$ cat src/rtl/core/u2e_pkg.sv
package u2e_pkg;

  // input item kinds carried on s_tuser
  typedef enum logic [1:0] {
    FUNC_UNIT = 2'd0,
    FUNC_SEP  = 2'd1,
    FUNC_EOM  = 2'd2,
    FUNC_NONE = 2'd3
  } func_t;

  // case forcing register codes (signed, any negative value means lower)
  localparam logic [1:0] CASE_KEEP  = 2'b00;
  localparam logic [1:0] CASE_UPPER = 2'b01;

  // characters used by escaping and framing
  localparam logic [7:0] CH_BSLASH = 8'h5C;
  localparam logic [7:0] CH_ZERO   = 8'h30;
  localparam logic [7:0] CH_COLON  = 8'h3A;
  localparam logic [7:0] CH_BAR    = 8'h7C;
  localparam logic [7:0] CH_LPAREN = 8'h28;
  localparam logic [7:0] CH_RPAREN = 8'h29;

  // surrogate tags in the top six bits of a code unit
  localparam logic [5:0] SURR_HIGH_TAG = 6'b110110;
  localparam logic [5:0] SURR_LOW_TAG  = 6'b110111;

  // plane offset added to the high surrogate bits (0x10000 >> 10)
  localparam logic [10:0] PLANE_OFFSET = 11'd64;

  // one decoded item: up to four bytes, first byte may be an error beat
  typedef struct packed {
    logic [3:0][7:0] bytes;
    logic [1:0]      last_idx;
    logic            err0;
  } job_t;

  localparam int QUEUE_DEPTH = 2;
  localparam int QPTR_W      = $clog2(QUEUE_DEPTH);
  localparam int QCNT_W      = $clog2(QUEUE_DEPTH + 1);

endpackage

$ cat src/rtl/core/u2e_front.sv
module u2e_front import u2e_pkg::*; (
  input  logic        clk,
  input  logic        rst,
  input  logic        cfg_valid,
  output logic        cfg_ready,
  input  logic [1:0]  cfg_data,
  input  logic        s_tvalid,
  output logic        s_tready,
  input  logic [15:0] s_tdata,   // [15:0] code_unit
  input  logic [1:0]  s_tuser,   // [1:0] func
  input  logic        q_full,
  output logic        push,
  output job_t        push_job
);

  logic [1:0] case_mode;
  logic [9:0] held_high_bits;
  logic       high_pending;
  logic       field_open;

  logic [9:0] held_high_bits_next;
  logic       high_pending_next;
  logic       field_open_next;

  logic       accept;
  logic       has_job;
  job_t       job;
  func_t      func;
  logic [15:0] u;
  logic        is_high;
  logic        is_low;
  logic [6:0]  c_forced;
  logic [20:0] cp;

  assign cfg_ready = 1'b1;
  assign s_tready  = !q_full;
  assign accept    = s_tvalid && s_tready;
  assign func      = func_t'(s_tuser);
  assign u         = s_tdata;
  assign is_high   = (u[15:10] == SURR_HIGH_TAG);
  assign is_low    = (u[15:10] == SURR_LOW_TAG);
  assign cp        = {({1'b0, held_high_bits} + PLANE_OFFSET), u[9:0]};

  // ascii case forcing
  always_comb begin
    c_forced = u[6:0];
    if (case_mode == CASE_UPPER) begin
      if (u[6:0] >= 7'h61 && u[6:0] <= 7'h7A) c_forced = {u[6], 1'b0, u[4:0]};
    end else if (case_mode[1]) begin
      if (u[6:0] >= 7'h41 && u[6:0] <= 7'h5A) c_forced = {u[6], 1'b1, u[4:0]};
    end
  end

  // classify the item and build its byte job
  always_comb begin
    job                 = '0;
    has_job             = 1'b0;
    held_high_bits_next = held_high_bits;
    high_pending_next   = high_pending;
    field_open_next     = field_open;
    unique case (func)
      FUNC_UNIT: begin
        if (high_pending) begin
          has_job             = 1'b1;
          high_pending_next   = 1'b0;
          held_high_bits_next = '0;
          if (is_low) begin
            job.bytes[0] = {5'b11110, cp[20:18]};
            job.bytes[1] = {2'b10, cp[17:12]};
            job.bytes[2] = {2'b10, cp[11:6]};
            job.bytes[3] = {2'b10, cp[5:0]};
            job.last_idx = 2'd3;
          end else begin
            job.err0 = 1'b1;
          end
        end else if (is_high) begin
          held_high_bits_next = u[9:0];
          high_pending_next   = 1'b1;
        end else if (u[15:7] == '0) begin
          has_job = 1'b1;
          if (c_forced == '0) begin
            job.bytes[0] = CH_BSLASH;
            job.bytes[1] = CH_ZERO;
            job.last_idx = 2'd1;
          end else if ({1'b0, c_forced} == CH_LPAREN || {1'b0, c_forced} == CH_RPAREN ||
                       {1'b0, c_forced} == CH_COLON || {1'b0, c_forced} == CH_BSLASH ||
                       {1'b0, c_forced} == CH_BAR) begin
            job.bytes[0] = CH_BSLASH;
            job.bytes[1] = {1'b0, c_forced};
            job.last_idx = 2'd1;
          end else begin
            job.bytes[0] = {1'b0, c_forced};
          end
        end else if (u[15:11] == '0) begin
          has_job      = 1'b1;
          job.bytes[0] = {3'b110, u[10:6]};
          job.bytes[1] = {2'b10, u[5:0]};
          job.last_idx = 2'd1;
        end else begin
          has_job      = 1'b1;
          job.bytes[0] = {4'b1110, u[15:12]};
          job.bytes[1] = {2'b10, u[11:6]};
          job.bytes[2] = {2'b10, u[5:0]};
          job.last_idx = 2'd2;
        end
      end
      FUNC_SEP: begin
        field_open_next = 1'b1;
        if (high_pending) begin
          has_job             = 1'b1;
          high_pending_next   = 1'b0;
          held_high_bits_next = '0;
          job.err0            = 1'b1;
          if (field_open) begin
            job.bytes[1] = CH_COLON;
            job.last_idx = 2'd1;
          end
        end else if (field_open) begin
          has_job      = 1'b1;
          job.bytes[0] = CH_COLON;
        end
      end
      FUNC_EOM: begin
        field_open_next = 1'b0;
        has_job         = 1'b1;
        if (high_pending) begin
          high_pending_next   = 1'b0;
          held_high_bits_next = '0;
          job.err0            = 1'b1;
          job.bytes[1]        = CH_BAR;
          job.last_idx        = 2'd1;
        end else begin
          job.bytes[0] = CH_BAR;
        end
      end
      FUNC_NONE: begin
      end
      default: begin
      end
    endcase
  end

  assign push     = accept && has_job;
  assign push_job = job;

  // config register
  always_ff @(posedge clk) begin
    if (rst) begin
      case_mode <= CASE_KEEP;
    end else if (cfg_valid && cfg_ready) begin
      case_mode <= cfg_data;
    end
  end

  // surrogate and field state
  always_ff @(posedge clk) begin
    if (rst) begin
      held_high_bits <= '0;
      high_pending   <= 1'b0;
      field_open     <= 1'b0;
    end else if (accept) begin
      held_high_bits <= held_high_bits_next;
      high_pending   <= high_pending_next;
      field_open     <= field_open_next;
    end
  end

  // an error beat always reads as a zero byte
  a_err_zero: assert property (@(posedge clk) disable iff (rst)
    push && push_job.err0 |-> push_job.bytes[0] == '0)
    else $error("error job with nonzero first byte");

endmodule

$ cat src/rtl/core/u2e_queue.sv
module u2e_queue import u2e_pkg::*; (
  input  logic clk,
  input  logic rst,
  input  logic push,
  input  job_t push_job,
  input  logic pop,
  output job_t head,
  output logic empty,
  output logic full
);

  job_t              entries [QUEUE_DEPTH];
  logic [QPTR_W-1:0] wr_ptr;
  logic [QPTR_W-1:0] rd_ptr;
  logic [QCNT_W-1:0] count;

  assign empty = (count == '0);
  assign full  = (count == QCNT_W'(QUEUE_DEPTH));
  assign head  = entries[rd_ptr];

  // entry storage
  always_ff @(posedge clk) begin
    if (push) begin
      entries[wr_ptr] <= push_job;
    end
  end

  // pointers and fill count
  always_ff @(posedge clk) begin
    if (rst) begin
      wr_ptr <= '0;
      rd_ptr <= '0;
      count  <= '0;
    end else begin
      if (push) wr_ptr <= (wr_ptr == QPTR_W'(QUEUE_DEPTH - 1)) ? '0 : wr_ptr + 1'b1;
      if (pop)  rd_ptr <= (rd_ptr == QPTR_W'(QUEUE_DEPTH - 1)) ? '0 : rd_ptr + 1'b1;
      unique case ({push, pop})
        2'b10:   count <= count + 1'b1;
        2'b01:   count <= count - 1'b1;
        default: count <= count;
      endcase
    end
  end

  a_no_overflow: assert property (@(posedge clk) disable iff (rst) full |-> !push)
    else $error("push into full queue");
  a_no_underflow: assert property (@(posedge clk) disable iff (rst) empty |-> !pop)
    else $error("pop from empty queue");

endmodule

$ cat src/rtl/core/u2e_back.sv
module u2e_back import u2e_pkg::*; (
  input  logic       clk,
  input  logic       rst,
  input  logic       q_empty,
  input  job_t       head,
  output logic       pop,
  output logic       m_tvalid,
  input  logic       m_tready,
  output logic [7:0] m_tdata,   // [7:0] out_byte
  output logic       m_tlast,   // last
  output logic       m_tuser    // [0] error
);

  logic [1:0] idx;
  logic       load;
  logic       at_last;

  assign load    = !q_empty && (!m_tvalid || m_tready);
  assign at_last = (idx == head.last_idx);
  assign pop     = load && at_last;

  // byte index within the head job
  always_ff @(posedge clk) begin
    if (rst) begin
      idx <= '0;
    end else if (load) begin
      idx <= at_last ? '0 : idx + 1'b1;
    end
  end

  // output register
  always_ff @(posedge clk) begin
    if (rst) begin
      m_tvalid <= 1'b0;
    end else if (load) begin
      m_tvalid <= 1'b1;
    end else if (m_tready) begin
      m_tvalid <= 1'b0;
    end
  end

  always_ff @(posedge clk) begin
    if (load) begin
      m_tdata <= head.bytes[idx];
      m_tlast <= at_last;
      m_tuser <= head.err0 && (idx == '0);
    end
  end

  a_idx_range: assert property (@(posedge clk) disable iff (rst)
    !q_empty |-> idx <= head.last_idx)
    else $error("byte index past end of job");
  a_err_beat_zero: assert property (@(posedge clk) disable iff (rst)
    m_tvalid && m_tuser |-> m_tdata == '0)
    else $error("error beat with nonzero byte");
  a_idx_restart: assert property (@(posedge clk) disable iff (rst)
    pop |=> idx == '0)
    else $error("byte index not restarted after job");

endmodule

$ cat src/rtl/core/utf16_to_escaped_utf8_framer_core.sv
// channel  | direction | payload                                   | handshake
// s_*      | in        | tdata[15:0] code_unit, tuser[1:0] func    | tvalid/tready
// m_*      | out       | tdata[7:0] out_byte, tlast last, tuser err | tvalid/tready
// cfg_*    | in        | cfg_data[1:0] case_mode                   | cfg_valid/cfg_ready
//
// an item is taken whenever the two-entry job queue has room
// output side sends one byte per cycle unless stalled; an item gives 0-4 bytes
// an accepted item is registered in the queue first, then its first byte in
// the output register, when the queue and output side are idle
// reset is synchronous; surrogate and field state clear, case_mode returns to 0
// output stalls back up through the queue; s_tready drops only while it is full
module utf16_to_escaped_utf8_framer_core import u2e_pkg::*; (
  input  logic        clk,
  input  logic        rst,
  input  logic        cfg_valid,
  output logic        cfg_ready,
  input  logic [1:0]  cfg_data,
  input  logic        s_tvalid,
  output logic        s_tready,
  input  logic [15:0] s_tdata,   // [15:0] code_unit
  input  logic [1:0]  s_tuser,   // [1:0] func
  output logic        m_tvalid,
  input  logic        m_tready,
  output logic [7:0]  m_tdata,   // [7:0] out_byte
  output logic        m_tlast,   // last
  output logic        m_tuser    // [0] error
);

  logic push;
  job_t push_job;
  logic pop;
  job_t head;
  logic q_empty;
  logic q_full;

  // classify items and keep surrogate state
  u2e_front u_front (
    .clk       (clk),
    .rst       (rst),
    .cfg_valid (cfg_valid),
    .cfg_ready (cfg_ready),
    .cfg_data  (cfg_data),
    .s_tvalid  (s_tvalid),
    .s_tready  (s_tready),
    .s_tdata   (s_tdata),
    .s_tuser   (s_tuser),
    .q_full    (q_full),
    .push      (push),
    .push_job  (push_job)
  );

  // job queue between the two sides
  u2e_queue u_queue (
    .clk      (clk),
    .rst      (rst),
    .push     (push),
    .push_job (push_job),
    .pop      (pop),
    .head     (head),
    .empty    (q_empty),
    .full     (q_full)
  );

  // byte serializer
  u2e_back u_back (
    .clk      (clk),
    .rst      (rst),
    .q_empty  (q_empty),
    .head     (head),
    .pop      (pop),
    .m_tvalid (m_tvalid),
    .m_tready (m_tready),
    .m_tdata  (m_tdata),
    .m_tlast  (m_tlast),
    .m_tuser  (m_tuser)
  );

endmodule
$ cat config.mk
export PLATFORM = sky130hd
export DESIGN_NAME = utf16_to_escaped_utf8_framer_core
export DESIGN_NICKNAME = d
export VERILOG_FILES = /design/src/rtl/core/u2e_pkg.sv /design/src/rtl/core/u2e_front.sv /design/src/rtl/core/u2e_queue.sv /design/src/rtl/core/u2e_back.sv /design/src/rtl/core/utf16_to_escaped_utf8_framer_core.sv
export SDC_FILE = /design/constraint.sdc
export NUM_CORES = 1
export LEC_CHECK = 0
export BUFFER_PORTS_ARGS = -buffer_cell sky130_fd_sc_hd__buf_2
export CAP_MARGIN = 20
export CORE_MARGIN = 3
export CORE_UTILIZATION = 45
export CTS_BUF_LIST = sky130_fd_sc_hd__clkbuf_4 sky130_fd_sc_hd__clkbuf_8
export CTS_CLUSTER_DIAMETER = 30
export DETAILED_ROUTE_END_ITERATION = 8
export PLACE_DENSITY = 0.72
export SLEW_MARGIN = 20
export SYNTH_ARGS = -nofsm -noshare
export SYNTH_HDL_FRONTEND = slang
export SYNTH_SLANG_ARGS = --single-unit
$ cat constraint.sdc
create_clock -name clk -period 2.7 [get_ports clk]
set_input_delay 0.405 -clock clk [delete_from_list [all_inputs] [get_ports clk]]
set_output_delay 0.405 -clock clk [all_outputs]
set_load 0.01 [all_outputs]
==> results.cfg, run 1 <==
[routing]
antenna_left = 0
vias_per_cell = 5.80
drt_drc_violations_left = 0
drtPass1Iterations = 5
num_vias = 3194
wl_mm = 10.8
wl_per_cell_microns = 19.7
first_iter_violations = 162

[worst_hold_path]
min_path_type = in2reg

[timing]
post-route-period-util_pct = 81.8
rsz0062_at_grt = false
fmax_mhz = 453
worst_slew_pin_slew_ps = 730
post-route-min-period_ps = 2210
worst_clock_skew_ps = 17.2
slew_headroom_pct = 50.8
hold_viol = 0
maxSlewViolCount = 0
setup_tns_ps = 0
setup_viol = 0

[synthesis]
ys.flop_type = edfxtp_1
synth_edf_count = 74
avgSynthCellArea_sq_um = 12.5
synth_async_sr_flop_share_pct = 0
ys_warn_count = 0
syn_nets = 410
synth_area_sq_um = 4740
syn_inst = 378
synth_cell_types = 65
ys_seq_elements = 96
synth_seq_area_share_pct = 56.1

[job]
cap_violations = 0

[global_routing]
grt_pass1_wl_mm = 17.4
grt_pass1_vias = 3167
grt_usage_pct = 19.7
grt_max_degree = 33
antenna_found_initial = 0
grt-ovfl-total = 0

[critical_path]
endpoint_kind = flop
worstPathCellList = mux2i_1 -> xnor2_1 -> nand2b_1 -> nor2_1 -> ha_1 -> or3_1 -> a21oi_1
worstPathArrival_ps = 2490
crit_fanout = 6
critical-path-top-delay-family = simple AND/OR/NAND/NOR gates
max_stage_delay_ps = 560
crit_required_ps = 2980
worstSetupStartpointType = flop
worst_path_max_delay_cell = dfxtp_1
path_class = reg2reg
critical_path_buf_inv_count = 0

[place]
io_buffers = 36
dpl.hpwl_mm = 8.13
gp_congestion = 0.992
dp.cells = 535

[layout]
mostFrequentLayoutCells = 74 x edfxtp_1, 36 x nand2_1, 36 x buf_2
num-nets-final = 445
synthToLayoutAreaGrowth_pct = 11.2
final_common_cell = edfxtp_1
diodes = 0
drive_gt1_share_pct = 23.4
fillers = 877
instances_no_fill = 551

[clock_network]
clock_path_buffers = 2
ctsHoldBuffers = 0
cts_num_sinks = 96
clkTransAtPathRegs_ps = 90
post-cts-setup-buffers = 0
htreeDepth = 3
clk_latency_ps = 350
cts_made_buffers = 9
cts_tree = yes
cts-resized-gates = 0
cts_root_buf = clkbuf_8

[pwr]
combPwrFrac_pct = 26.0
power.density_nw_per_um2 = 751
switching_share_pct = 29.1
internal_power_w = 0.00280
vdd_ir_drop_max_v = 0.000326
p_clk_share_pct = 24.2
p_switching_w = 0.00115
power_frac_seq_pct = 49.8
power.leakage_nw = 1.88

[die]
die_w_microns = 109
core_sq_um = 10000
top_level_ports = 38
start_util_pct = 47.4
chipHeight_microns = 109
num_rows = 36
die_area_sq_um = 11800

[run_status]
status = complete, no violations
[per-layer routing]
layer	vias to the layer above	GRT usage, %	part of all wire (%)
met1	1561	27.0	43
met3	18	4.32	5.5
met4	0	5.59	2.0
met5	-	0	0
met2	106	31.6	49
li1	1509	-	-
[final timing paths]
| path | end | slack (ps) | cells after the start | startpoint |
|---|---|---|---|---|
| max | u_queue.count[1] | 490 | 7 | flop |
| min | u_front.case_mode[0] | 290 | 3 | cfg_data[0] |
| max reg2reg | u_queue.count[1] | 490 | 7 | flop |
| min reg2reg | u_back.m_tvalid | 490 | 2 | u_back.m_tvalid |
[layout make-up]
type / instances / area (sq um) / area share (%)
well taps: 133 / 166 / 3.16
flip-flops and latches: 96 / 2660 / 50.5
multi-input cells: 245 / 1900 / 36.0
repair buffers: 47 / 288 / 5.46
clock inverters: 4 / 52.6 / 0.997
clock buffers: 12 / 153 / 2.90
inverters: 14 / 52.6 / 0.997
[flip-flops by register name, summed over array words and instances (netlist names), 2 cells and up, named ones only]
name / count
u_back.idx: 2
u_front.case_mode: 2
u_back.m_tdata: 8
u_front.held_high_bits: 10
u_queue.count: 2
u_queue.entries: 64
[tightest hold or removal path: stages]
cell,delay [ps]
buf_2,80
mux2i_1,50
nor2_1,70
[stage by stage]
stage	total power (W)	cell area [sq um]	hold WS (ps)	worst slack, ps	util (%)
after global routing	0.00419	5270	314	288	52.7
final	0.00396	5270	288	492	52.7
after detailed placement	0.00305	5070	481	286	50.7
after floorplan	0.00272	4740	460	288	-
after CTS	0.00401	5270	275	457	52.7
after global placement	0.00302	5070	474	362	50.7
[cell usage after synthesis (4+ instances only)]
master | n | area (sq um)
buf_2 | 9 | 45.0
a21oi_1 | 16 | 80.1
ha_1 | 7 | 87.6
dfxtp_1 | 22 | 440
o21ai_0 | 12 | 60.1
and2_1 | 8 | 50.1
nand2b_1 | 4 | 25.0
nand2_1 | 36 | 135
mux4_2 | 14 | 315
nor3_1 | 10 | 50.1
nor2_1 | 34 | 128
mux2i_1 | 9 | 90.1
nand3_1 | 5 | 25.0
a22o_1 | 6 | 52.6
edfxtp_1 | 74 | 2220
inv_1 | 12 | 45.0
a22oi_1 | 12 | 90.1
xnor2_1 | 5 | 43.8
and3_1 | 4 | 25.0
clkbuf_1 | 10 | 37.5
[power groups by stage]
stage                     Sequential [W]  Clock, W  Combinational (W)
final                            0.00197  0.000957            0.00103
after global routing             0.00199   0.00105            0.00114
after CTS                        0.00198  0.000987            0.00104
after detailed placement         0.00201         0            0.00104
after global placement           0.00199         0            0.00103
after floorplan                  0.00202         0           0.000701
[cell families after synthesis]
logic type	count (synthesis)	synth area share (%)
AND/OR/NAND/NOR	125	15.0
buffers and inverters	37	3.90
AO/OA/AOI/OAI	82	13.2
XOR/XNOR	7	1.29
adder cells (fa/ha/maj)	7	1.85
flip-flops	96	56.1
multiplexers	23	8.55
other	1	0.0791
Note: power is estimated with default switching activity, not from simulation.
==> run 2: changes to the inputs <==
--- a/config.mk
+++ b/config.mk
@@ -12,7 +12,7 @@
 export CTS_BUF_LIST = sky130_fd_sc_hd__clkbuf_4 sky130_fd_sc_hd__clkbuf_8
 export CTS_CLUSTER_DIAMETER = 30
 export DETAILED_ROUTE_END_ITERATION = 8
-export PLACE_DENSITY = 0.72
+export PLACE_DENSITY = 0.7
 export SLEW_MARGIN = 20
 export SYNTH_ARGS = -nofsm -noshare
 export SYNTH_HDL_FRONTEND = slang
==> constraint.sdc (replaced) <==
create_clock -name clk -period 2.2 [get_ports clk]
set_input_delay 0.33 -clock clk [delete_from_list [all_inputs] [get_ports clk]]
set_output_delay 0.33 -clock clk [all_outputs]
set_load 0.01 [all_outputs]
==> results.cfg, run 2 (same netlist as run 1, synthesis figures left out) <==
[pwr]
power.density_nw_per_um2 = 883
power.leakage_nw = 2.00
power_w = 0.00481
vdd_ir_drop_max_v = 0.000468

[routing]
drt_drc_violations_left = 0
vias_per_cell = 5.68
drtPass1Iterations = 7
wl_per_cell_microns = 19.1
wl_mm = 11.1
first_iter_violations = 199
num_vias = 3289
antenna_left = 0

[clock_network]
cts_made_buffers = 9
clk_latency_ps = 360
clock_path_buffers = 2
ctsHoldBuffers = 0
htreeDepth = 3
cts_tree = yes
cts_num_sinks = 96
clkTransAtPathRegs_ps = 100
cts_root_buf = clkbuf_8

[place]
gp_congestion = 0.919
placed_area_sq_um = 5270
dpl.hpwl_mm = 8.40
io_buffers = 36
pre_cts_ws_ps = -45.0

[critical_path]
worstPathCellList = nand2b_1 -> o211ai_1 -> a31oi_1 -> inv_1 -> ha_1 -> or3_1 -> a21oi_1
cp.depth = 7
max_stage_delay_ps = 440
crit_path_end = u_queue.count[1]
path_class = reg2reg
worstPathArrival_ps = 2350
timing.rr.end = u_queue.count[1]
crit_start = u_queue.count[0]
critical_path_buf_inv_count = 1
reg2reg_depth = 7
critical-path-top-delay-family = simple AND/OR/NAND/NOR gates
worst_path_max_delay_cell = dfxtp_1
worstSetupStartpointType = flop
crit_required_ps = 2490
reg2reg_from = u_queue.count[0]
crit_fanout = 5
r2r_slack_ps = 140
endpoint_kind = flop

[timing]
maxSlewViolCount = 0
setup_viol = 0
post-route-min-period_ps = 2060
setup_tns_ps = 0
worst_clock_skew_ps = 16.7
hold_viol = 0
rsz0062_at_grt = false
worst_slew_pin_slew_ps = 496
fin_ws_ps = 142
fmax_mhz = 486
slew_headroom_pct = 66.6
post-route-period-util_pct = 93.6

[layout]
final_cell_area_sq_um = 5450
final_common_cell = edfxtp_1
fillers = 862
drive_gt1_share_pct = 28.5
reg_top3 = u_queue.entries (64), u_front.held_high_bits (10), u_back.m_tdata (8)
largest_register_ffs = 64
mostFrequentLayoutCells = 74 x edfxtp_1, 38 x buf_4, 36 x nand2_1, 36 x buf_2, 33 x nor2_1
diodes = 0
largest-register = u_queue.entries
synthToLayoutAreaGrowth_pct = 14.9
num-nets-final = 473

[die]
top_level_ports = 38
core_sq_um = 10000
start_util_pct = 47.4
num_rows = 36
die_w_microns = 109
chipHeight_microns = 109
die_area_sq_um = 11800

[global_routing]
grt-ovfl-total = 0
grt_pass1_vias = 3338
grt_pass1_wl_mm = 18.0
antenna_found_initial = 0
grt_usage_pct = 20.4
grt_max_degree = 33

[run_status]
status = complete, no violations

[worst_hold_path]
min_path_type = in2reg

[job]
cap_violations = 0
run 2: how the worst min path moves through the flow:
stage | start | endpoint | slack [ps] | cells after the start
6_report | cfg_data[0] | u_front.case_mode[0] | 220 | 3
5_1_grt | cfg_data[0] | u_front.case_mode[0] | 250 | 3
4_1_cts | cfg_data[1] | u_front.case_mode[1] | 200 | 3
3_5_place_dp | u_front.held_high_bits[2] | u_front.held_high_bits[2] | 500 | 2
3_3_place_gp | u_front.case_mode[0] | u_front.case_mode[0] | 480 | 2
2_1_floorplan | rst | u_queue.rd_ptr | 400 | 1
run 2: per-stage QoR:
stage | hold WS [ps] | cells | util, %
after floorplan | 399 | 378 | -
after global placement | 480 | 563 | 52.7
after detailed placement | 495 | 563 | 52.7
after CTS | 202 | 579 | 54.5
after global routing | 254 | 579 | 54.5
final | 217 | 579 | 54.5
run 2: worst reg2reg max path: stages (launching register included):
cell	delay (ps)
dfxtp_1	440
nand2b_1	180
o211ai_1	100
a31oi_1	280
inv_1	140
ha_1	350
or3_1	350
a21oi_1	150
run 2: area by class of cell:
type                       instances  area (sq um)  area share [%]
sequential                        96          2660            48.9
inverter                          14          52.6           0.964
clock inverter                     5          38.8           0.712
multi-input combinational        245          1900            34.9
tap                              133           166            3.05
timing repair buffer              75           485            8.91
clock buffer                      11           139            2.55
run 2: timing repair:
item	4_1_cts	5_1_grt
endpoints found under the setup margin	0	32
setup buffers	0	0
gates resized for setup	0	1
run 2: metal layers:
metal  share of wire, %  vias up  routed length [microns]  GRT usage, %
met5                  0        -                        0             0
met4                2.7        0                      299          8.21
met3                5.5       20                      608          3.43
met2                 49      112                     5450          33.4
met1                 43     1593                     4710          27.2
li1                   -     1564                        -             -
run 2: power breakdown:
part / switching [W] / internal, W / total [W]
clock: 0.000606 / 0.000444 / 0.00105
combinational: 0.000738 / 0.000611 / 0.00135
sequential: 0.000103 / 0.00231 / 0.00241
==> run 3: changes to the inputs <==
--- a/config.mk
+++ b/config.mk
@@ -6,8 +6,6 @@
 export NUM_CORES = 1
 export LEC_CHECK = 0
 export BUFFER_PORTS_ARGS = -buffer_cell sky130_fd_sc_hd__buf_2
-export CAP_MARGIN = 20
-export CORE_MARGIN = 3
 export CORE_UTILIZATION = 45
 export CTS_BUF_LIST = sky130_fd_sc_hd__clkbuf_4 sky130_fd_sc_hd__clkbuf_8
 export CTS_CLUSTER_DIAMETER = 30
==> results.cfg, run 3 (same netlist as run 1, synthesis figures left out) <==
[critical_path]
crit_required_ps = 2500
worstPathArrival_ps = 2320
worstSetupStartpointType = flop
crit_fanout = 6
endpoint_kind = flop
timing.rr.end = u_queue.count[1]
crit_path_end = u_queue.count[1]
r2r_slack_ps = 180
reg2reg_depth = 7
path_class = reg2reg

[place]
gp_congestion = 0.985
placed_area_sq_um = 5270
io_buffers = 36
pre_cts_ws_ps = -76.3
dpl.hpwl_mm = 8.05

[clock_network]
ctsHoldBuffers = 0
clock_path_buffers = 2
cts_num_sinks = 96
clkTransAtPathRegs_ps = 90
cts-resized-gates = 0
post-cts-setup-buffers = 0
cts_tree = yes
cts_root_buf = clkbuf_8
clk_latency_ps = 370
htreeDepth = 3
cts_made_buffers = 9

[global_routing]
grt_max_degree = 33
antenna_found_initial = 0
grt_usage_pct = 21.5
grt-ovfl-total = 0
grt_pass1_vias = 3289
grt_pass1_wl_mm = 17.6

[timing]
post-route-period-util_pct = 91.9
fmax_mhz = 495
fin_ws_ps = 178
post-route-min-period_ps = 2020
whs_ps = 191
worst_slew_pin_slew_ps = 763
maxSlewViolCount = 0
slew_headroom_pct = 49.1
hold_viol = 0
setup_viol = 0
setup_tns_ps = 0
worst_clock_skew_ps = 9.87
rsz0062_at_grt = false

[layout]
final_common_cell = edfxtp_1
reg_top3 = u_queue.entries (64), u_front.held_high_bits (10), u_back.m_tdata (8)
largest-register = u_queue.entries
drive_gt1_share_pct = 28.1
final_cell_area_sq_um = 5510
mostFrequentLayoutCells = 74 x edfxtp_1, 37 x buf_4, 36 x nand2_1, 36 x buf_2, 33 x nor2_1
num-nets-final = 472
diodes = 0
largest_register_ffs = 64
fillers = 908
synthToLayoutAreaGrowth_pct = 16.2

[die]
core_sq_um = 10300
start_util_pct = 46.1
top_level_ports = 38
die_area_sq_um = 11000
chipHeight_microns = 105
die_w_microns = 105
num_rows = 37

[pwr]
power_w = 0.00518
power.leakage_nw = 2.03
switching_share_pct = 28.9
vdd_ir_drop_max_v = 0.000415
power_frac_seq_pct = 46.3
power.density_nw_per_um2 = 940
p_clk_share_pct = 27.3
combPwrFrac_pct = 26.4
internal_power_w = 0.00368
p_switching_w = 0.00150

[run_status]
status = complete, no violations

[routing]
first_iter_violations = 149
drt_drc_violations_left = 0
wl_per_cell_microns = 18.9
antenna_left = 0
vias_per_cell = 5.68
wl_mm = 11.0
num_vias = 3298
drtPass1Iterations = 4

[job]
cap_violations = 0

[worst_hold_path]
min_path_type = in2reg
run 3: changes by cell type in the layout (fill, tap and decap cells not counted), sizes merged:
cell	previous run	this run
bufinv	0	3
clkinvlp	2	0
buf	75	74
clkbuf	11	10
run 3: routing by layer:
metal	routed length (microns)	GRT usage (%)	up-vias
met4	388	10.2	0
met2	4980	33.2	89
met3	446	4.12	27
li1	-	-	1564
met1	5160	29.2	1618
met5	0	0	-
run 3: worst min-delay path by stage:
| stage | depth (start not counted) | from | to | slack (ps) |
|---|---|---|---|---|
| global route | 3 | cfg_data[0] | u_front.case_mode[0] | 210 |
| global placement | 2 | u_front.case_mode[0] | u_front.case_mode[0] | 480 |
| CTS | 3 | cfg_data[1] | u_front.case_mode[1] | 180 |
| finish | 3 | cfg_data[1] | u_front.case_mode[1] | 190 |
| detailed placement | 2 | u_front.held_high_bits[1] | u_front.held_high_bits[1] | 490 |
| floorplan | 1 | rst | u_queue.rd_ptr | 400 |
run 3: per-stage QoR:
stage,cells,utilization (%)
4_1_cts,581,53.6
6_report,581,53.6
2_1_floorplan,378,-
5_1_grt,581,53.6
3_3_place_gp,565,51.2
3_5_place_dp,565,51.2
run 3: area by class of cell:
cell class | count | area, sq um | area share (%)
Timing Repair Buffer | 74 | 478 | 8.67
Clock buffer | 10 | 131 | 2.38
Multi-Input combinational cell | 245 | 1900 | 34.5
Tap cell | 136 | 170 | 3.09
Clock inverter | 6 | 114 | 2.07
Inverter | 14 | 52.6 | 0.953
Sequential cell | 96 | 2660 | 48.3
run 3: power by group through the flow:
stage	clock, W	sequential (W)	combinational [W]
6_report	0.00142	0.00240	0.00137
5_1_grt	0.00152	0.00243	0.00149
4_1_cts	0.00144	0.00240	0.00138
3_5_place_dp	0	0.00244	0.00138
3_3_place_gp	0	0.00243	0.00135
2_1_floorplan	0	0.00248	0.000863
run 3: critical path, stage by stage (launching register included):
cell	delay (ps)
dfxtp_1	440
mux2i_1	250
xnor2_1	130
nand2b_1	250
nor2_1	70
ha_1	310
or3_1	350
a21oi_1	150
